**config.mk**
```make
export PLATFORM = sky130hd
export DESIGN_NAME = htkv_ctrl
export DESIGN_NICKNAME = d
export VERILOG_FILES = /design/src/htkv_pkg.sv /design/src/htkv_ctrl.sv
export SDC_FILE = /design/constraint.sdc
export NUM_CORES = 1
export LEC_CHECK = 0
export ABC_AREA = 1
export ABC_CLOCK_PERIOD_IN_PS = 3200
export BUFFER_PORTS_ARGS = -buffer_cell sky130_fd_sc_hd__buf_2
export CAP_MARGIN = 20
export CORE_AREA = 4 4 41 43
export CTS_BUF_LIST = sky130_fd_sc_hd__clkbuf_8
export CTS_CLUSTER_SIZE = 25
export DETAILED_ROUTE_END_ITERATION = 8
export DIE_AREA = 0 0 45 47
export HOLD_SLACK_MARGIN = 0.15
export PLACE_DENSITY = 0.75
export RECOVER_POWER = 25
export REMOVE_ABC_BUFFERS = 1
export SKIP_CTS_REPAIR_TIMING = 1
export SLEW_MARGIN = 20
export SYNTH_ARGS = -nofsm -noshare
export SYNTH_HDL_FRONTEND = slang
export SYNTH_SLANG_ARGS = --single-unit
```
**constraint.sdc**
```tcl
create_clock -name clk -period 3.2 [get_ports clk]
set_input_delay 0.8 -clock clk [delete_from_list [all_inputs] [get_ports clk]]
set_output_delay 0.8 -clock clk [all_outputs]
set_load 0.03 [all_outputs]
```
**src/htkv_pkg.sv**
```systemverilog
// Shared definitions for the hashed tree key/value map unit.
// Field widths, default sizes, status codes, controller states and the
// command and status structs used between the controller and the datapath.
`default_nettype none

package htkv_pkg;

    localparam int KEY_W    = 32;
    localparam int VALUE_W  = 32;
    localparam int ACTION_W = 2;
    localparam int DEPTH_W  = 10;
    localparam int DEPTH_MAX = 1023;

    localparam int NODE_COUNT_DEF  = 1024;
    localparam int ROOT_COUNT_DEF  = 256;
    localparam int CHILD_COUNT_DEF = 4;

    localparam logic [ACTION_W-1:0] ACT_ADD = 2'd1;
    localparam logic [ACTION_W-1:0] ACT_SET = 2'd2;

    typedef enum logic [1:0] {
        STATUS_OK      = 2'd0,
        STATUS_DIFFER  = 2'd1,
        STATUS_FULL    = 2'd2,
        STATUS_REFUSED = 2'd3
    } status_code_t;

    typedef enum logic [3:0] {
        S_IDLE,
        S_SLOT,
        S_ROOT,
        S_NREAD,
        S_NCMP,
        S_BRANCH,
        S_DECIDE,
        S_LINK,
        S_RESP
    } state_t;

    typedef struct packed {
        logic         load;
        logic         slot_start;
        logic         root_read;
        logic         root_take;
        logic         node_read;
        logic         take_found;
        logic         branch_start;
        logic         branch_take;
        logic         note_depth;
        logic         value_write;
        logic         alloc;
        logic         set_fail;
        logic         res_status_we;
        status_code_t res_status;
        logic         link;
        logic         out_load;
    } cmd_t;

    typedef struct packed {
        logic failed;
        logic slot_done;
        logic root_zero;
        logic diff_zero;
        logic br_done;
        logic child_zero;
        logic found;
        logic act_add;
        logic act_set;
        logic value_differs;
        logic pool_full;
        logic parent_zero;
        logic out_free;
    } stat_t;

endpackage

`default_nettype wire

```
**src/htkv_ctrl.sv**
```systemverilog
// Controller state machine of the hashed tree key/value map unit.
// Sequences hashing, the tree walk, the update and the response; drives the
// datapath through htkv_pkg::cmd_t and reads htkv_pkg::stat_t.
`default_nettype none

module htkv_ctrl (
    input  wire logic            clk,
    input  wire logic            rst_n,
    input  wire logic            s_tvalid,
    output logic                 s_tready,
    output htkv_pkg::cmd_t       cmd,
    input  wire htkv_pkg::stat_t stat
);
    import htkv_pkg::*;

    state_t state_reg;
    state_t state_next;

    always_ff @(posedge clk or negedge rst_n)
    begin
        if (!rst_n)
        begin
            state_reg <= S_IDLE;
        end
        else
        begin
            state_reg <= state_next;
        end
    end

    always_comb
    begin
        state_next = state_reg;
        case (state_reg)
            S_IDLE:
            begin
                if (s_tvalid)
                begin
                    state_next = stat.failed ? S_RESP : S_SLOT;
                end
            end
            S_SLOT:
            begin
                if (stat.slot_done)
                begin
                    state_next = S_ROOT;
                end
            end
            S_ROOT:   state_next = stat.root_zero ? S_DECIDE : S_NREAD;
            S_NREAD:  state_next = S_NCMP;
            S_NCMP:   state_next = stat.diff_zero ? S_DECIDE : S_BRANCH;
            S_BRANCH:
            begin
                if (stat.br_done)
                begin
                    state_next = stat.child_zero ? S_DECIDE : S_NREAD;
                end
            end
            S_DECIDE:
            begin
                state_next = S_RESP;
                if (!stat.found && (stat.act_add || stat.act_set) && !stat.pool_full
                    && !stat.parent_zero)
                begin
                    state_next = S_LINK;
                end
            end
            S_LINK:   state_next = S_RESP;
            S_RESP:
            begin
                if (stat.out_free)
                begin
                    state_next = S_IDLE;
                end
            end
            default:  state_next = S_IDLE;
        endcase
    end

    always_comb
    begin
        cmd        = '0;
        s_tready   = 1'b0;
        case (state_reg)
            S_IDLE:
            begin
                s_tready       = 1'b1;
                cmd.load       = s_tvalid;
                cmd.slot_start = s_tvalid && !stat.failed;
            end
            S_SLOT:   cmd.root_read = stat.slot_done;
            S_ROOT:   cmd.root_take = 1'b1;
            S_NREAD:  cmd.node_read = 1'b1;
            S_NCMP:
            begin
                cmd.take_found   = stat.diff_zero;
                cmd.branch_start = !stat.diff_zero;
            end
            S_BRANCH: cmd.branch_take = stat.br_done;
            S_DECIDE:
            begin
                cmd.note_depth = 1'b1;
                if (stat.found)
                begin
                    cmd.value_write = stat.act_set;
                    if (stat.act_add && stat.value_differs)
                    begin
                        cmd.res_status_we = 1'b1;
                        cmd.res_status    = STATUS_DIFFER;
                    end
                end
                else if (stat.act_add || stat.act_set)
                begin
                    if (stat.pool_full)
                    begin
                        cmd.set_fail      = 1'b1;
                        cmd.res_status_we = 1'b1;
                        cmd.res_status    = STATUS_FULL;
                    end
                    else
                    begin
                        cmd.alloc = 1'b1;
                    end
                end
            end
            S_LINK:   cmd.link = 1'b1;
            S_RESP:   cmd.out_load = stat.out_free;
            default:  cmd = '0;
        endcase
    end

endmodule

`default_nettype wire

```
Word level (Yosys, flattened, before mapping) --
Index checks and enable logic that the tools add are counted.
Word-level totals: register bits 4, bits of input ports 16, word-level logic and storage cells 53, output and inout port bits 18
Cells by class: eq/ne operators 12, muxes and demuxes 27, reduce and logical (&&, ||, !) cells 13
Operator list (number):
- case mux 4 bit (9 select lines) | 1
- two-way mux 4 bit | 7
- equality test 4 x 3 -> 1 bit (second input constant) | 4
- two-way mux 3 bit | 4
- two-way mux 1 bit | 9
- equality test 4 x 2 -> 1 bit (second input constant) | 2
- two-way mux 2 bit | 4
- inequality test 2 bit (second input constant) | 4
- two-way mux 7 bit | 1
- logical AND 1 bit | 5
- logical NOT 1 bit | 5
- two-way mux 5 bit | 1
- equality test 4 x 1 -> 1 bit (second input constant) | 1
- equality test 4 bit (second input constant) | 1
- logical NOT 4 bit | 1
- AND reduction 4 bit | 1
- logical OR 1 bit | 1

Longest topological paths before layout --
Gate-level depths: netlist of the first run.
depth after elaboration 6, gate-level depth with buffers 8

Worst setup path before layout of the first run --
Ideal clock, no wire load.
path kind register to output, start register state_reg[0], end output cmd[5] in the netlist's numbering, slack 562 ps, path buffers 1, cell stages (with the launch flop) 7, arrival 1838 ps, path through dfrtp_1 > inv_2 > nand2_1 > nor2_2 > inv_1 > nor2_1 > buf_4
RTL lines:
- start: declaration | RTL line htkv_ctrl.sv:16 | state_t state_reg;
- start signal: assignment | RTL line htkv_ctrl.sv:27 | state_reg <= state_next;
- end: declaration | RTL line htkv_ctrl.sv:11 | output htkv_pkg::cmd_t cmd,

==> summary.md, run 1 <==
| Metric | Value |
|---|---|
| Max FFs per register | 4 |
| Wire length per cell | slightly below 10 um |
| Synth cell types | 20 |
| Die Span X | between 40 and 50 um |
| Met2 Track Usage GR | about 29% |
| Worst Setup Slack post-DPL | roughly 0.90 ns |
| Via/cell ratio | between 4 and 5 |
| Initial antenna violation count | 0 |
| Boundary Pins | 34 |
| GRT met3 Usage | 2.68% |
| Share of layout cells above drive strength 1 | 36.7% |
| Routability congestion estimate from global placement | just under 0.8 |
| Unrepaired setup endpoints after global routing | false |
| #FFs+latches synth | 4 |
| Peak Freq | between 0.4 and 0.5 GHz |
| NetSw | between 0.2 and 0.3 mW |
| Gr busiest metal | met2 |
| Status | complete, no violations |
| Crit-path max FO | 6 |
| Clk sinks | 4 |
| Clock Path Buffers | 2 |
| Final hold violation count | 0 |
| DP Area | 697 um^2 |
| Worst Setup Slack, final | around 0.89 ns |
| Internal | 0.239 mW |
| Area delta synth->final | 40.6% |
| Met1 usage | between 10% and 20% |
| Drt first-iter violations | 18 |
| Clock skew | about 0.0019 ns |
| Hold slack | approximately 0.4 ns |
| Synth Instances | a little over 90 |
| Switch share | between 50 and 60% |
| Initial Util | between 30% and 40% |
| Synth Warn # | 0 |
| Min-Delay Path Class | in -> async |
| GRT Overall Usage | 14.1% |
| Layout Utilization | approximately 56% |
| Fill cell count | roughly 140 |
| CTS tree | yes |
| Pre-Repair DR Iteration Count | 4 |
| PwrDens | just under 700 mW/mm^2 |
| Leakage | approximately 0.49 nW |
| Pin count of the biggest net entering global routing | 8 |
| Row cnt | 13 |
| H-tree depth | 1 |
| Final setup viols | 0 |
| Period minus WS final | around 2.3 ns |
| Total CTS buffers | 3 |
| Final non-filler cell total | 143 |
| Clk slew on worst S/H paths | ~0.030 ns |
| Inst Count DP | 140 |
| Post-Syn Area | about 520 um^2 |
| Tcrit/Tclk final | slightly above 70% |
| # nets final | 146 |
| Fin Setup TNS | 0 ns |
| Post-route ant nets | 0 |
| Arrival @ worst endpoint | roughly 1.5 ns |
| Core ar. | between 0.001 and 0.0015 mm^2 |
| Total number of vias | between 600 and 700 |
| Worst slew margin | between 70% and 80% |
| Slew Limit Fails | 0 |
| Height of the die | around 47 um |
| GRT overflow | 0 |
| Part of the power in registers | 19.0% |
| Ant. Diodes | 0 |
| Worst EP required | around 2.4 ns |
| Root Buffer Master | clkbuf_8 |
| Crit Path Category | reg -> out |
| Clk Latency, worst-skew pair | between 0.2 and 0.25 ns |
| Critical path startpoint category | flop |
| Post-synthesis average cell area | between 5 and 6 um^2 |
| Logic gate share of total power | approximately three fifths |
| Port-buffer cells | 33 |
| Die area | 0.00212 mm^2 |
| Tot Pwr | 0.493 mW |
| Post-route cell area | around 730 um^2 |
| Drt total wl | around 1400 um |
| Critical Path End Type | output pin |
| Post-route DRC | 0 |
| Number of global-route vias before repair | about 570 |
| First-pass GRT wire length | 2230 um |
| Sequential-to-total area share from yosys stat | roughly 19% |
| Part of the power in the clock network | 21.1% |
| DPL Wire Length | around 1200 um |
| Measured slew at the worst slew-check pin | just over 0.4 ns |
| Max Cap Violations | 0 |
| VDD IR-drop max | 0.000465 V |
worst max-delay path: stages (launching register included):
cell and delay [ns]:
dfrtp_1 0.44, inv_2 0.12, nand2_1 0.08, nor2_2 0.17, inv_1 0.13, nor4_2 0.14
buf_2 0.23
cell families (layout without fill, tap and decap cells):
logic type,Yosys count,in the layout,share of synthesized area (%)
DFF,4,4,19.2
and+or+nand+nor,62,62,58.2
buffers and inverters,22,57,16.6
AOI/OAI and AO/OA,5,5,6.01
cells in the mapped netlist (all sizes together):
master  instances  area (um^2)
nor2           19         96.3
nand2          24         97.6
o211ai          1         7.51
and2            1         6.26
nand4           1         6.26
buf             1         7.51
o21ai           3         18.8
dfrtp           4          100
a21oi           1         5.00
nand3b          1         7.51
nor4            2         18.8
inv            21         78.8
nor3            1         5.00
nand3          13         65.1
layout by cell type (no fill, tap or decap):
| master | Yosys | layout |
|---|---|---|
| buf_2 | 0 | 32 |
| a21oi_1 | 1 | 1 |
| dfrtp_1 | 4 | 4 |
| nor2_1 | 13 | 14 |
| and2_1 | 1 | 1 |
| inv_2 | 3 | 3 |
| nor2_4 | 2 | 2 |
| nand3b_1 | 1 | 1 |
| nand2_1 | 21 | 22 |
| nand3_1 | 13 | 13 |
| o21ai_0 | 2 | 2 |
| clkbuf_8 | 0 | 3 |
| nand4_1 | 1 | 1 |
| nor4_2 | 1 | 1 |
| o21ai_2 | 1 | 1 |
| o211ai_1 | 1 | 1 |
| nor4_1 | 1 | 1 |
| nor3_1 | 1 | 1 |
| inv_1 | 18 | 18 |
| clkbuf_1 | 0 | 1 |
| nor2_2 | 4 | 3 |
| nand2_2 | 3 | 2 |
power by group through the flow:
stage	Sequential, mW	Combinational, mW	Clock, mW
5_1_grt	0.0971	0.332	0.112
4_1_cts	0.0950	0.302	0.105
3_3_place_gp	0.0936	0.296	0
3_5_place_dp	0.0955	0.301	0
2_1_floorplan	0.0905	0.232	0
6_report	0.0938	0.295	0.104
routing by layer:
layer	part of all wire (%)	vias up	wire length (um)
li1	-	360	-
met1	40	269	553
met2	49	28	674
met3	11	0	146
met4	0	0	0
met5	0	-	0
layout make-up:
type	instances	area [um^2]	area share, %
Clock buffer	3	41.3	5.64
Inverter	21	78.8	10.8
Multi-Input combinational cell	67	329	45.0
Sequential cell	4	100	13.7
Tap cell	15	18.8	2.56
Timing Repair Buffer	33	164	22.4
final timing paths:
check                                   from            to  slack (ns)  cells past startpoint
worst max-delay path            state_reg[0]        cmd[6]        0.89                      6
worst min-delay path                   rst_n  state_reg[2]        0.40                      1
worst max register to register  state_reg[1]  state_reg[1]        1.67                      5
worst min register to register  state_reg[3]  state_reg[3]        0.67                      2
max in group asynchronous              rst_n  state_reg[3]        2.62                      1
min in group clk                state_reg[3]  state_reg[3]        0.67                      2
No activity file was read; power rests on OpenSTA's default activity.
==> run 2: changes to the inputs <==
- ABC_CLOCK_PERIOD_IN_PS: 3200 -> 2400
- clock period: 3.2 -> 2.4 ns (I/O delays scaled with it)
==> summary.md, run 2 (same netlist as run 1, synthesis figures left out) <==
| Metric | Value |
|---|---|
| First-pass GRT wire length | 2460 um (+10%) |
| Layout Utilization | 56.3% (unchanged) |
| Clock Path Buffers | 2 (unchanged) |
| Post-route ant nets | 0 (unchanged) |
| Drt total wl | 1400 um (+1.7%) |
| Crit-path max FO | 6 (unchanged) |
| Initial antenna violation count | 0 (unchanged) |
| Internal reg-to-reg setup slack | 0.87 ns (-0.80 ns) |
| Tcrit/Tclk final | 87.4% |
| Port-buffer cells | 33 (unchanged) |
| GRT overflow | 0 (unchanged) |
| Unrepaired setup endpoints after global routing | false |
| VDD IR-drop max | 0.000537 V (+16%) |
| Worst Path Buf+Inv | 3 (unchanged) |
| DP Area | 697 um^2 (unchanged) |
| Status | complete, no violations |
| Post-route cell area | 732 um^2 (unchanged) |
| Critical-path cell list | inv_2, nand2_1, nor2_2, inv_1, nor2_1, buf_2 |
| Worst Setup Slack post-DPL | 0.496 ns (-0.400 ns) |
| Internal | 0.319 mW (+33%) |
| H-tree depth | 1 (unchanged) |
| Worst slew margin | 73.3% (+0.19 points) |
| Number of global-route vias before repair | 650 (+14%) |
| Period minus WS final | roughly 2.1 ns |
| Worst EP required | 1.80 ns (-0.60 ns) |
| Max FFs per register | 4 (unchanged) |
| Core ar. | 0.00130 mm^2 (unchanged) |
| Worst Setup Slack, final | 0.302 ns (-0.588 ns) |
| Critical Path End Type | output pin |
| Final hold violation count | 0 (unchanged) |
| Initial Util | 40.0% (unchanged) |
| Clock skew | 0.00366 ns (+0.00176 ns) |
| Area delta synth->final | 40.6% (unchanged) |
| Via/cell ratio | 4.61 (+0.30%) |
| Hold slack | 0.208 ns (-0.197 ns) |
| Measured slew at the worst slew-check pin | 0.400 ns (-0.00284 ns) |
| Clk slew on worst S/H paths | 0.03 ns (about the same) |
| Arrival @ worst endpoint | 1.50 ns (about the same) |
| Final setup viols | 0 (unchanged) |
| Wire length per cell | 9.77 um (+1.7%) |
| Height of the die | 47 um (unchanged) |
| Total number of vias | 659 (+0.30%) |
| Clk Latency, worst-skew pair | 0.21 ns (about the same) |
| CTS tree | yes |
| Share of layout cells above drive strength 1 | 36.7% (unchanged) |
| Peak Freq | between 0.4 and 0.5 GHz |
| Root Buffer Master | clkbuf_8 |
| DPL Wire Length | 1220 um (+4.5%) |
| Routability congestion estimate from global placement | 0.763 (-2.8%) |
| Pre-Repair DR Iteration Count | 4 (unchanged) |
| # nets final | 146 (unchanged) |
| PwrDens | 898 mW/mm^2 (+33%) |
| GRT Overall Usage | 15.4% (+1.4 points) |
| Leakage | 0.487 nW (unchanged) |
| Commonest non-fill, non-tap cell in the layout | buf_2 |
| Worst path slowest cell | dfrtp_1 |
| Slew Limit Fails | 0 (unchanged) |
| Crit-path max cell delay | 0.43 ns (about the same) |
| Drt first-iter violations | 7 (-11) |
| Row cnt | 13 (unchanged) |
| Post-route DRC | 0 (unchanged) |
| Crit Path Category | reg -> out |
| Critical path startpoint category | flop |
| Part of the power in registers | 18.9% (about the same) |
| Boundary Pins | 34 (unchanged) |
| Die area | 0.00212 mm^2 (unchanged) |
| Die Span X | 45 um (unchanged) |
| Commonest non-fill, non-tap cells in the layout | buf_2 (32), nand2_1 (22), inv_1 (18), nor2_1 (14), nand3_1 (13) |
| Part of the power in the clock network | 21.0% (about the same) |
| Logic gate share of total power | 60.1% (+0.2 points) |
| Clk sinks | 4 (unchanged) |
| Min-Delay Path Class | in -> async |
| Total CTS buffers | 3 (unchanged) |
| NetSw | 0.338 mW (+33%) |
| Max Cap Violations | 0 (unchanged) |
| Delay-heaviest family, CP | buffers and inverters |
| Switch share | 51.5% (about the same) |
| Ant. Diodes | 0 (unchanged) |
| Pin count of the biggest net entering global routing | 8 (unchanged) |
[run 2: cell type report]
| class | instances | area, um^2 |
|---|---|---|
| inverter | 21 | 78.8 |
| sequential | 4 | 100 |
| clock buffer | 3 | 41.3 |
| tap | 15 | 18.8 |
| fill | 147 | 569 |
| multi-input combinational | 67 | 329 |
| timing repair buffer | 33 | 164 |
[run 2: worst paths after layout]
kind / startpoint / endpoint / depth (start not counted)
max in group asynchronous: rst_n / state_reg[3] / 1
worst min-delay path: rst_n / state_reg[2] / 1
worst max register to register: state_reg[1] / state_reg[1] / 5
worst max-delay path: state_reg[0] / cmd[3] / 6
min in group clk: state_reg[3] / state_reg[3] / 2
worst min register to register: state_reg[3] / state_reg[3] / 2
[run 2: worst register-to-register path: stages, from the launching register on]
cell	delay (ns)
dfrtp_1	0.45
nor2_1	0.37
nand4_1	0.21
nand2_1	0.17
nor2_4	0.06
and2_1	0.15
[run 2: power by group through the flow]
stage / registers (mW) / clock network, mW / logic [mW]
floorplan: 0.121 / 0 / 0.310
global placement: 0.124 / 0 / 0.395
detailed placement: 0.126 / 0 / 0.405
CTS: 0.126 / 0.140 / 0.406
global route: 0.130 / 0.148 / 0.445
finish: 0.124 / 0.138 / 0.395
[run 2: metrics by stage]
step | power, mW | TNS (ns) | cells
2_1_floorplan | 0.430 | -0.213 | 92
3_3_place_gp | 0.519 | 0 | 140
3_5_place_dp | 0.531 | 0 | 140
4_1_cts | 0.672 | 0 | 143
5_1_grt | 0.723 | 0 | 143
6_report | 0.657 | 0 | 143
[run 2: routing by layer]
layer / wire length, um / vias to the layer above / global-route usage (%)
li1: - / 354 / -
met1: 588 / 282 / 16.7
met2: 690 / 23 / 29.4
met3: 118 / 0 / 3.45
met4: 0 / 0 / 5.26
met5: 0 / - / 0
==> run 3: changes to the inputs <==
- CORE_AREA: 4 4 41 43 -> default
- CORE_MARGIN: default -> 4
- CORE_UTILIZATION: default -> 40
- CTS_BUF_LIST: sky130_fd_sc_hd__clkbuf_8 -> default
- DIE_AREA: 0 0 45 47 -> default
- PLACE_DENSITY: 0.75 -> 0.77
==> summary.md, run 3 (same netlist as run 1, synthesis figures left out) <==
| Metric | Value |
|---|---|
| Critical-path cell list | nor2_1, nand3_1, nor2_1, buf_2 |
| Max Cap Violations | 0 (unchanged) |
| Clk sinks | 4 (unchanged) |
| Clk slew on worst S/H paths | 0.04 ns (about the same) |
| Critical path startpoint category | flop |
| Ant. Diodes | 0 (unchanged) |
| Routability congestion estimate from global placement | 0.834 (+9.3%) |
| Die area | 0.00194 mm^2 (-8.2%) |
| Root Buffer Master | clkbuf_4 |
| Via/cell ratio | 4.74 (+2.8%) |
| Crit Path Category | reg -> out |
| Final hold violation count | 0 (unchanged) |
| DPL Wire Length | 1190 um (-3.2%) |
| First-pass GRT wire length | 2260 um (-8.1%) |
| Tcrit/Tclk final | 89.6% (+2.2 points) |
| Measured slew at the worst slew-check pin | 0.434 ns (+0.0345 ns) |
| Drt first-iter violations | 19 (+12) |
| Row cnt | 12 (-1) |
| Critical Path End Type | output pin |
| Worst path slowest cell | dfrtp_1 |
| Drt total wl | 1350 um (-3.3%) |
| Tot Pwr | 0.600 mW (-8.8%) |
| Critical Path Stages | 4 (-2) |
| Commonest non-fill, non-tap cell in the layout | buf_2 |
| Clock Path Buffers | 2 (unchanged) |
| Pre-Repair DR Iteration Count | 4 (unchanged) |
| Worst-case reg-to-reg path depth | 5 (unchanged) |
| Post-route ant nets | 0 (unchanged) |
| Height of the die | 44.1 um (-6.2%) |
| Pin count of the biggest net entering global routing | 8 (unchanged) |
| DP Area | 696 um^2 (-0.18%) |
| Initial Util | 44.4% (+4.4 points) |
| Crit-path max cell delay | 0.45 ns (+0.02 ns) |
| Worst Path Buf+Inv | 1 (-2) |
| GRT Overall Usage | 14.8% (-0.64 points) |
| Area delta synth->final | 36.8% |
| CTS tree | yes |
| Clk Latency, worst-skew pair | 0.23 ns (+0.02 ns) |
| Unrepaired setup endpoints after global routing | false |
| Commonest non-fill, non-tap cells in the layout | buf_2 (32), nand2_1 (22), inv_1 (18), nor2_1 (14), nand3_1 (13) |
| Worst slew margin | 70.9% (-2.3 points) |
| Clock skew | 0.000336 ns (-0.00333 ns) |
| Leakage | 0.479 nW (-1.6%) |
| Final setup viols | 0 (unchanged) |
| Status | complete, no violations |
| Peak Freq | 0.465 GHz (-2.5%) |
| # nets final | 146 (unchanged) |
| Min-Delay Path Class | in -> async |
| Slew Limit Fails | 0 (unchanged) |
| VDD IR-drop max | 0.000437 V (-19%) |
| Crit-path max FO | 7 (+1) |
| Wire length per cell | 9.51 um (-2.6%) |
| Total CTS buffers | 3 (unchanged) |
| GRT overflow | 0 (unchanged) |
| Core ar. | 0.00117 mm^2 (-10%) |
| Number of global-route vias before repair | 620 (-4.6%) |
| Max FFs per register | 4 (unchanged) |
| Period minus WS final | 2.15 ns (+0.0536 ns) |
| Die Span X | 44.1 um (-2.1%) |
| Boundary Pins | 34 (unchanged) |
| Share of layout cells above drive strength 1 | 36.7% (unchanged) |
| Post-route cell area | 712 um^2 (-2.7%) |
| Initial antenna violation count | 0 (unchanged) |
| Arrival @ worst endpoint | 1.55 ns (+0.05 ns) |
| Total number of vias | 673 (+2.1%) |
| Port-buffer cells | 33 (unchanged) |
| PwrDens | 842 mW/mm^2 (-6.2%) |
| Post-route DRC | 0 (unchanged) |
| Most used cell, CP | nor2_1 |
| H-tree depth | 1 (unchanged) |
| Delay-heaviest family, CP | simple AND/OR/NAND/NOR gates |
| Worst EP required | 1.80 ns (about the same) |
## run 3: cell counts in the layout (fill, tap and decap cells not counted)
No cell type changed its count.
## run 3: cell type report
class                      count  area, um^2
fill                         134         459
multi-input combinational     67         329
timing repair buffer          33         164
sequential                     4         100
inverter                      21        78.8
clock buffer                   3        22.5
tap                           14        17.5
## run 3: final timing paths
path | start | end | slack, ns
worst min register to register | state_reg[2] | state_reg[3] | 0.67
max in group asynchronous | rst_n | state_reg[0] | 2.02
worst max register to register | state_reg[1] | state_reg[1] | 0.89
min in group clk | state_reg[2] | state_reg[3] | 0.67
worst max-delay path | state_reg[1] | cmd[15] | 0.25
worst min-delay path | rst_n | state_reg[2] | 0.20
## run 3: power by group
part / leakage (nW) / switching, mW / internal [mW]
clock network: 0.0138 / 0.0235 / 0.0557
registers: 0.0528 / 0.0337 / 0.0897
logic: 0.412 / 0.274 / 0.123
total: 0.479 / 0.332 / 0.268
## run 3: routing by layer
layer,vias up,routed length [um],track usage [%]
met5,-,0,0
met4,0,0,3.61
met3,0,128,3.25
met2,23,685,26.7
met1,293,538,17.5
li1,357,-,-
## run 3: through the flow
stage          instances  utilization [%]  worst slack, ns  hold WS [ns]  setup TNS [ns]
2_1_floorplan         92                -           -0.106         0.304          -0.213
3_3_place_gp         139             59.4            0.540         0.408               0
3_5_place_dp         139             59.4            0.501         0.408               0
4_1_cts              142             61.3            0.263         0.165               0
5_1_grt              142             60.8            0.112         0.202               0
6_report             142             60.8            0.249         0.196               0
